`src/design/sttb_pkg.sv`:
```
// Shared types and constants for the software timer table.
// No dependencies; imported by every module of the block.
`timescale 1ns / 1ps

package sttb_pkg;

  localparam int NumTimersDef = 32;
  localparam int MaxOut       = 32;
  localparam int PeriodW      = 32;
  localparam int SlotW        = 5;

  typedef enum logic [1:0] {
    OP_SET    = 2'd0,
    OP_CANCEL = 2'd1,
    OP_TICK   = 2'd2
  } op_e;

  typedef enum logic [1:0] {
    KIND_SET_OK   = 2'd0,
    KIND_SET_FULL = 2'd1,
    KIND_FIRED    = 2'd2
  } kind_e;

  // one stored slot entry
  typedef struct packed {
    logic               rep_flag;
    logic [PeriodW-1:0] count;
    logic [PeriodW-1:0] period;
  } slot_word_t;

  localparam int SlotWordW = $bits(slot_word_t);

endpackage

```
`src/design/sttb_slot_ram.sv`:
```
// Slot storage: period, counter and repeat flag, one word per slot.
// Single address port, registered read data. Uses sttb_pkg.
`timescale 1ns / 1ps

module sttb_slot_ram
  import sttb_pkg::*;
#(
  parameter int Depth = NumTimersDef,
  parameter int AddrW = (Depth > 1) ? $clog2(Depth) : 1
) (
  input  logic             clk_i,
  input  logic             we_i,
  input  logic             re_i,
  input  logic [AddrW-1:0] addr_i,
  input  slot_word_t       wdata_i,
  output slot_word_t       rdata_o
);

  slot_word_t mem [Depth];
  slot_word_t rdata_q;

  always_ff @(posedge clk_i) begin
    if (we_i) begin
      mem[addr_i] <= wdata_i;
    end
    if (re_i) begin
      rdata_q <= mem[addr_i];
    end
  end

  assign rdata_o = rdata_q;

endmodule

```
`src/design/sttb_tick_alu.sv`:
```
// Shared tick unit: increments one slot counter and compares it to the period.
// Uses sttb_pkg for field widths.
`timescale 1ns / 1ps

module sttb_tick_alu
  import sttb_pkg::*;
(
  input  logic [PeriodW-1:0] count_i,
  input  logic [PeriodW-1:0] period_i,
  output logic [PeriodW-1:0] count_next_o,
  output logic               fire_o
);

  logic [PeriodW-1:0] count_inc;

  assign count_inc    = count_i + PeriodW'(1);
  assign fire_o       = (count_inc >= period_i);
  assign count_next_o = fire_o ? '0 : count_inc;

endmodule

```
`src/design/software_timer_table.sv`:
```
// Top level of the software timer table: sequencer, armed flags, output register.
// Depends on sttb_pkg, sttb_slot_ram and sttb_tick_alu.
`timescale 1ns / 1ps

// Usage
//   Commands come in on the s_axis channel: tuser carries the op (set, cancel,
//   tick), tdata the period, repeat flag and timer id. Results leave on m_axis:
//   tuser is the result kind, tdata the slot number, tlast marks the final
//   result of a command.
//   Set walks the armed flags from slot 0, one slot per cycle, and answers with
//   one result for the lowest free slot, or a full result when no slot is free.
//   Cancel gives no result.
//   Tick walks every slot through the one shared increment/compare unit:
//   a free slot is passed over, an armed slot takes a memory read and then an
//   update, and a final flush step delivers the last pending result, if any.
//   Fired slots come out in ascending order.
//   The block takes no new command while a command is in progress.
//   Reset clears all armed flags at once (every slot free); no clearing pass.
//   When the receiver stalls, the walk waits at the next result to deliver;
//   one result is held in the output register, one more in a pending slot.
//   Unused op codes are dropped.

module software_timer_table
  import sttb_pkg::*;
#(
  parameter int NUM_TIMERS = NumTimersDef
) (
  input  logic        clk_i,
  input  logic        rst_ni,
  input  logic        s_axis_tvalid_i,
  output logic        s_axis_tready_o,
  input  logic [39:0] s_axis_tdata_i,   // period[31:0], repeat_req[32], timer_id[37:33]
  input  logic [1:0]  s_axis_tuser_i,   // op[1:0]
  output logic        m_axis_tvalid_o,
  input  logic        m_axis_tready_i,
  output logic [7:0]  m_axis_tdata_o,   // slot[4:0]
  output logic [1:0]  m_axis_tuser_o,   // kind[1:0]
  output logic        m_axis_tlast_o
);

  localparam int IdxW = (NUM_TIMERS > 1) ? $clog2(NUM_TIMERS) : 1;
  localparam int RepW = $clog2(MaxOut + 1);
  localparam logic [IdxW-1:0] LastIdx = IdxW'(NUM_TIMERS - 1);

  typedef enum logic [2:0] {
    ST_IDLE,
    ST_SET,
    ST_TICK_RD,
    ST_TICK_EX,
    ST_FLUSH
  } state_e;

  state_e              state_q;
  logic [IdxW-1:0]     idx_q;
  logic [NUM_TIMERS-1:0] armed_q;
  logic [PeriodW-1:0]  set_period_q;
  logic                set_rep_q;
  logic                pend_v_q;
  logic [IdxW-1:0]     pend_idx_q;
  logic [RepW-1:0]     reported_q;
  logic                out_valid_q;
  kind_e               out_kind_q;
  logic [SlotW-1:0]    out_slot_q;
  logic                out_last_q;

  // input fields
  logic [PeriodW-1:0]  in_period;
  logic                in_rep;
  logic [SlotW-1:0]    in_id;
  logic                in_xfer;
  logic [IdxW+SlotW-1:0] id_ext;
  logic [IdxW-1:0]     cancel_idx;
  logic                cancel_ok;

  assign in_period  = s_axis_tdata_i[31:0];
  assign in_rep     = s_axis_tdata_i[32];
  assign in_id      = s_axis_tdata_i[37:33];
  assign id_ext     = {{IdxW{1'b0}}, in_id};
  assign cancel_idx = id_ext[IdxW-1:0];
  assign cancel_ok  = (32'(in_id) < NUM_TIMERS);

  assign s_axis_tready_o = (state_q == ST_IDLE);
  assign in_xfer         = s_axis_tvalid_i && s_axis_tready_o;

  // slot number masked to the result field width
  function automatic logic [SlotW-1:0] slot_of(input logic [IdxW-1:0] idx);
    logic [IdxW+SlotW-1:0] ext;
    ext = {{SlotW{1'b0}}, idx};
    return ext[SlotW-1:0];
  endfunction

  // memory and shared unit
  logic               ram_we;
  logic               ram_re;
  slot_word_t         ram_wdata;
  slot_word_t         ram_rdata;
  logic [PeriodW-1:0] alu_count_next;
  logic               alu_fire;

  sttb_slot_ram #(
    .Depth (NUM_TIMERS),
    .AddrW (IdxW)
  ) u_slot_ram (
    .clk_i   (clk_i),
    .we_i    (ram_we),
    .re_i    (ram_re),
    .addr_i  (idx_q),
    .wdata_i (ram_wdata),
    .rdata_o (ram_rdata)
  );

  sttb_tick_alu u_tick_alu (
    .count_i      (ram_rdata.count),
    .period_i     (ram_rdata.period),
    .count_next_o (alu_count_next),
    .fire_o       (alu_fire)
  );

  logic out_free;
  logic slot_armed;
  logic capture;
  logic ex_stall;
  logic out_load;

  assign out_free   = !out_valid_q || m_axis_tready_i;
  assign slot_armed = armed_q[idx_q];
  assign capture    = (reported_q < RepW'(MaxOut));
  assign ex_stall   = alu_fire && capture && pend_v_q && !out_free;

  // a new result enters the output register this cycle
  assign out_load = ((state_q == ST_SET) && out_free && (!slot_armed || (idx_q == LastIdx)))
                 || ((state_q == ST_TICK_EX) && !ex_stall && alu_fire && capture && pend_v_q)
                 || ((state_q == ST_FLUSH) && pend_v_q && out_free);

  always_comb begin
    ram_we    = 1'b0;
    ram_re    = 1'b0;
    ram_wdata = ram_rdata;
    case (state_q)
      ST_SET: begin
        if (!slot_armed && out_free) begin
          ram_we             = 1'b1;
          ram_wdata.rep_flag = set_rep_q;
          ram_wdata.count    = '0;
          ram_wdata.period   = set_period_q;
        end
      end
      ST_TICK_RD: begin
        ram_re = slot_armed;
      end
      ST_TICK_EX: begin
        if (!ex_stall) begin
          ram_we          = 1'b1;
          ram_wdata.count = alu_count_next;
        end
      end
      default: begin
      end
    endcase
  end

  always_ff @(posedge clk_i or negedge rst_ni) begin
    if (!rst_ni) begin
      state_q     <= ST_IDLE;
      idx_q       <= '0;
      armed_q     <= '0;
      pend_v_q    <= 1'b0;
      reported_q  <= '0;
      out_valid_q <= 1'b0;
    end else begin
      if (out_load) begin
        out_valid_q <= 1'b1;
      end else if (m_axis_tready_i) begin
        out_valid_q <= 1'b0;
      end
      case (state_q)
        ST_IDLE: begin
          if (in_xfer) begin
            idx_q        <= '0;
            set_period_q <= in_period;
            set_rep_q    <= in_rep;
            case (op_e'(s_axis_tuser_i))
              OP_SET: state_q <= ST_SET;
              OP_CANCEL: begin
                if (cancel_ok) begin
                  armed_q[cancel_idx] <= 1'b0;
                end
              end
              OP_TICK: begin
                reported_q <= '0;
                pend_v_q   <= 1'b0;
                state_q    <= ST_TICK_RD;
              end
              default: begin
              end
            endcase
          end
        end
        ST_SET: begin
          if (!slot_armed) begin
            if (out_free) begin
              armed_q[idx_q] <= (set_period_q != '0);
              out_kind_q     <= KIND_SET_OK;
              out_slot_q     <= slot_of(idx_q);
              out_last_q     <= 1'b1;
              state_q        <= ST_IDLE;
            end
          end else if (idx_q == LastIdx) begin
            if (out_free) begin
              out_kind_q  <= KIND_SET_FULL;
              out_slot_q  <= '0;
              out_last_q  <= 1'b1;
              state_q     <= ST_IDLE;
            end
          end else begin
            idx_q <= idx_q + IdxW'(1);
          end
        end
        ST_TICK_RD: begin
          if (slot_armed) begin
            state_q <= ST_TICK_EX;
          end else if (idx_q == LastIdx) begin
            state_q <= ST_FLUSH;
          end else begin
            idx_q <= idx_q + IdxW'(1);
          end
        end
        ST_TICK_EX: begin
          if (!ex_stall) begin
            if (alu_fire && !ram_rdata.rep_flag) begin
              armed_q[idx_q] <= 1'b0;
            end
            if (alu_fire && capture) begin
              // previous fired slot goes out; this one waits for the next
              if (pend_v_q) begin
                out_kind_q  <= KIND_FIRED;
                out_slot_q  <= slot_of(pend_idx_q);
                out_last_q  <= 1'b0;
              end
              pend_v_q   <= 1'b1;
              pend_idx_q <= idx_q;
              reported_q <= reported_q + RepW'(1);
            end
            if (idx_q == LastIdx) begin
              state_q <= ST_FLUSH;
            end else begin
              idx_q   <= idx_q + IdxW'(1);
              state_q <= ST_TICK_RD;
            end
          end
        end
        ST_FLUSH: begin
          if (!pend_v_q) begin
            state_q <= ST_IDLE;
          end else if (out_free) begin
            out_kind_q  <= KIND_FIRED;
            out_slot_q  <= slot_of(pend_idx_q);
            out_last_q  <= 1'b1;
            pend_v_q    <= 1'b0;
            state_q     <= ST_IDLE;
          end
        end
        default: begin
          state_q <= ST_IDLE;
        end
      endcase
    end
  end

  assign m_axis_tvalid_o = out_valid_q;
  assign m_axis_tdata_o  = {3'b000, out_slot_q};
  assign m_axis_tuser_o  = out_kind_q;
  assign m_axis_tlast_o  = out_last_q;

endmodule
```
`config.mk`:
```
export PLATFORM = sky130hd
export DESIGN_NAME = software_timer_table
export DESIGN_NICKNAME = d
export VERILOG_FILES = /design/src/design/sttb_pkg.sv /design/src/design/sttb_slot_ram.sv /design/src/design/sttb_tick_alu.sv /design/src/design/software_timer_table.sv
export SDC_FILE = /design/constraint.sdc
export NUM_CORES = 2
export LEC_CHECK = 0
export BUFFER_PORTS_ARGS = -buffer_cell sky130_fd_sc_hd__buf_2
export CELL_PAD_IN_SITES_DETAIL_PLACEMENT = 1
export CELL_PAD_IN_SITES_GLOBAL_PLACEMENT = 2
export CORE_UTILIZATION = 45
export DETAILED_ROUTE_END_ITERATION = 7
export PLACE_DENSITY = 0.8
export SYNTH_ARGS = -nofsm -noshare
export SYNTH_HDL_FRONTEND = slang
export SYNTH_SLANG_ARGS = --single-unit
```
`constraint.sdc`:
```
create_clock -name clk_i -period 6.4 [get_ports clk_i]
set_clock_uncertainty 0.15 [all_clocks]
set_input_delay 1.28 -clock clk_i [delete_from_list [all_inputs] [get_ports clk_i]]
set_output_delay 1.28 -clock clk_i [all_outputs]
set_load 0.05 [all_outputs]
```
==> impl_metrics.tcl <==
set metrics [dict create \
    global_route_wire_length_before_repair_mm 350 \
    simple_gate_share_of_the_synthesized_area_pct 3.24 \
    global_route.overflow_total 0 \
    worst-slew-pin-transition_ps 1330 \
    crit_path_start_kind "flop" \
    num_io_pins 59 \
    cp_data_arrival_time_ps 6550 \
    met1_usage_pct 34.3 \
    die_y_um 444 \
    fillCellCount 17000 \
    initial_core_util_pct 45.5 \
    grt_use_met2_pct 40.2 \
    share_seq_of_total_power_pct 45.4 \
    ir_worst_vdd_mv 0.307 \
    cts_tree "built" \
    post-route-drc-count 0 \
    initial_antenna_violation_count 2 \
    endpoint_of_the_worst_slack_reg_to_reg_timing_path "u_slot_ram.mem[7][57]$_DFFE_PP_" \
    cts_root_buf "sky130_fd_sc_hd__clkbuf_16" \
    num_antenna_cells 0 \
    routed_wirelength_mm 247 \
    vias_per_cell 6.40 \
    globalRoute.busiestLayer "met2" \
    multi_input_comb_area_um2 19800 \
    clock_tree.htree_level_count 4 \
    min_path_cells 1 \
    drv_slew 0 \
    setup.reg_to_reg.worst_slack_ps 170 \
    setup_viol_count_final 0 \
    floorplan.rows 161 \
    grt_use_met3_pct 3.88 \
    final-hold-violation-count 0 \
    sw_frac_of_total_pct 29.6 \
    max_freq_mhz 160 \
    clk_pin_slew_worst_setup_hold_paths_ps 70 \
    synth_flop_cell "sky130_fd_sc_hd__edfxtp_1" \
    place_congestion 0.816 \
    min_period_over_period_pct 97.4 \
    clock_sinks 2239 \
    worstRegToRegCells 17 \
    synth_compound_gate_area_share_pct 4.44 \
    synthCells 4274 \
    result_of_the_run "complete, no violations" \
    fp.coreArea_um2 193000 \
    timing.critical_path.fanout_max 53 \
    yosysSeqAreaShare_pct 76.4 \
    grt_use_total_pct 24.9 \
    clkLatencyLatePin_ps 890 \
    flow.area_growth_from_synthesis_pct 13.6 \
    synth.avg_cell_area_um2 20.5 \
    hpwlAfterDp_mm 128 \
    yosys.area_share.xor_xnor_pct 0.280 \
    number_of_clock_buffers_inserted_by_tritoncts 218 \
    unrepaired_setup_endpoints_after_global_routing "false" \
    beginning_of_the_worst_register_to_register_path "u_slot_ram.rdata_o[35]$_DFFE_PP_" \
    postRouteAntennaNets 0 \
    vias 46000 \
    synth_area_um2 87700 \
    synth_seq_cells 2239 \
    first_pass_iters 6 \
    die_boundary_width_um 444 \
    timing.slew.headroom_pct 11.0 \
    fp.dieArea_um2 197000 \
    synth.area.mux_share_pct 13.7 \
    startpoint "u_slot_ram.rdata_o[35]$_DFFE_PP_" \
    synth-warning-count 0 \
    share_comb_of_total_power_pct 23.4 \
    p_switching_mw 12.4 \
    post-layout-total-power_mw 41.9 \
    p_int_mw 29.5 \
    holdCritPathClass "reg -> reg" \
    number_of_synthesized_flops_with_an_enable_pin 2191 \
    synth-async-reset-ratio_pct 2.14 \
    period_needed_ps 6230 \
    drt_iter0_drc 5618 \
    first_global_vias 47700 \
    clockPowerShare_pct 31.2 \
    io_buffer_count 53 \
    crit_type "reg -> reg" \
    crit_required_ps 6720 \
    synth_top_family_by_area "multiplexers" \
    drive_gt1_share_pct 25.1 \
    routed_wire_length_per_instance_um 34.3 \
    ff_latch_area_um2 67000 \
    drv_cap 0 \
    worstSetupEndpointType "flop" \
    finalNetCount 4565 \
    tns_ps 0 \
    synth_cell_type_count 77 \
    grt_start_max_net_pins 146 \
    worstSetupEndpoint "u_slot_ram.mem[7][57]$_DFFE_PP_" \
    total_leakage_power_nw 30.8 \
    yosys.area_share.adder_pct 0.556 \
    clk_path_buf_depth 3 \
    power_density_nw_per_um2 421 \
]
-- cells in the final DEF (no fill, tap or decap), drive strengths merged, types with 6 or more instances in the layout --
cell type and n:
nand2b 8, a21oi 105, clkinv 110, nor3b 10, and3 25, xor2 7
edfxtp 2191, mux4 522, bufinv 26, o2bb2ai 34, nand2 268, xnor2 21
nor2 108, ha 39, mux2 9, nor4 10, a22o 16, a211o 7
mux2i 13, dfrtp 48, nor3 22, a22oi 223, inv 51, nand4 80
clkbuf 263, a221o 8, o21ai 88, buf 228, clkinvlp 6, or3 7
nand3 46, nor2b 6
-- power groups by stage --
stage | Sequential, mW | Clock [mW] | Combinational, mW
after CTS | 19.0 | 13.2 | 9.84
after global routing | 19.1 | 13.7 | 10.4
final | 19.0 | 13.1 | 9.82
after global placement | 19.3 | 0 | 9.45
after detailed placement | 19.3 | 0 | 9.77
after floorplan | 19.2 | 0 | 6.43
-- metrics by stage --
step	instances	util [%]	worst slack (ps)	hold slack [ps]	cell area (um2)
2_1_floorplan	4276	-	-620	270	87700
3_5_place_dp	6776	47.8	231	350	92300
5_1_grt	7197	51.6	0.106	391	99700
3_3_place_gp	6776	47.8	161	340	92300
4_1_cts	7187	51.6	132	361	99600
6_report	7197	51.6	168	371	99700
-- cell type report --
class / count / share of cell area (%)
flip-flops and latches: 2239 / 67.2
multi-input cells: 1748 / 19.9
clock buffers: 263 / 5.69
well taps: 2526 / 3.17
repair buffers: 228 / 2.19
clock inverters: 148 / 1.62
inverters: 45 / 0.171
-- how the worst min path moves through the flow --
stage,start,end,slack (ps)
after floorplan,idx_q[3]$_DFFE_PN0P_,pend_idx_q[3]$_DFFE_PP_,270
after global placement,reported_q[3]$_DFFE_PN0P_,reported_q[3]$_DFFE_PN0P_,340
after detailed placement,reported_q[3]$_DFFE_PN0P_,reported_q[3]$_DFFE_PN0P_,350
after CTS,reported_q[3]$_DFFE_PN0P_,reported_q[3]$_DFFE_PN0P_,360
after global routing,armed_q[24]$_DFFE_PN0P_,armed_q[24]$_DFFE_PN0P_,390
final,reported_q[3]$_DFFE_PN0P_,reported_q[3]$_DFFE_PN0P_,370
-- state kept, by name, summed over array words and instances, names as in the netlist --
| signal | count |
|---|---|
| out_slot_q | 5 |
| pend_idx_q | 5 |
| idx_q | 5 |
| m_axis_tlast_o | 1 |
| m_axis_tuser_o | 2 |
| m_axis_tvalid_o | 1 |
| pend_v_q | 1 |
| u_slot_ram.mem | 2080 |
| state_q | 3 |
| set_period_q | 32 |
| armed_q | 32 |
| u_slot_ram.rdata_o | 65 |
| set_rep_q | 1 |
| reported_q | 6 |
-- cell families after synthesis --
logic type / Yosys count
xor+xnor: 28
fa+ha+maj: 39
other cells: 1
buf+inv: 290
simple gates: 606
mux: 544
compound gates: 527
flops: 2239
-- per-layer routing --
metal / part of all wire (%) / routed length [um] / vias up
li1: - / - / 18300
met1: 39 / 97100 / 24900
met2: 49 / 120000 / 2463
met3: 8.1 / 19900 / 443
met4: 3.8 / 9390 / 0
met5: 0 / 0 / -
-- critical path, stage by stage (launching register included) --
cell	delay [ps]
sky130_fd_sc_hd__edfxtp_1	420
sky130_fd_sc_hd__and3_1	300
sky130_fd_sc_hd__nand4_1	230
sky130_fd_sc_hd__or2_1	390
sky130_fd_sc_hd__or3_1	510
sky130_fd_sc_hd__or3_1	410
sky130_fd_sc_hd__nand2_1	90
sky130_fd_sc_hd__ha_1	240
sky130_fd_sc_hd__nand4_1	170
sky130_fd_sc_hd__nor2_1	60
sky130_fd_sc_hd__a221oi_1	280
sky130_fd_sc_hd__o211ai_1	390
sky130_fd_sc_hd__buf_4	310
sky130_fd_sc_hd__o21ai_2	310
sky130_fd_sc_hd__o211ai_4	140
sky130_fd_sc_hd__buf_4	280
sky130_fd_sc_hd__nor2_4	510
sky130_fd_sc_hd__buf_12	490
-- Yosys cell counts (all sizes together), types with 3 or more instances --
cell type  count  share of area, %
edfxtp      2191                75
mux4         522                13
nand2        268               1.1
a22oi        223               1.9
buf          126              0.74
clkbuf       119              0.51
nor2         107              0.46
a21oi        105              0.60
o21ai         88              0.51
nand4         80              0.57
dfrtp         48               1.4
nand3         46              0.28
inv           45              0.19
ha            39              0.56
o2bb2ai       34              0.56
and3          25              0.18
nor3          22              0.15
xnor2         21              0.21
a22o          16              0.16
mux2i         13              0.15
nor3b         10             0.091
nor4          10             0.071
mux2           9              0.12
a221o          8             0.091
nand2b         8             0.057
a211o          7             0.070
or3            7             0.050
xor2           7             0.070
nor2b          6             0.043
o211ai         5             0.074
o31ai          5             0.043
a31oi          4             0.029
a41oi          4             0.040
and2           4             0.029
a2111oi        3             0.073
a211oi         3             0.040
a21o           3             0.026
o22ai          3             0.021
or2            3             0.021
or4            3             0.026
-- timing repair --
item / CTS / global route
resized for setup: 0 / 2
hold buffers: 0 / 0
setup endpoints to repair: 0 / 260
setup buffers: 0 / 9
Note: power is estimated with default switching activity, not from simulation.
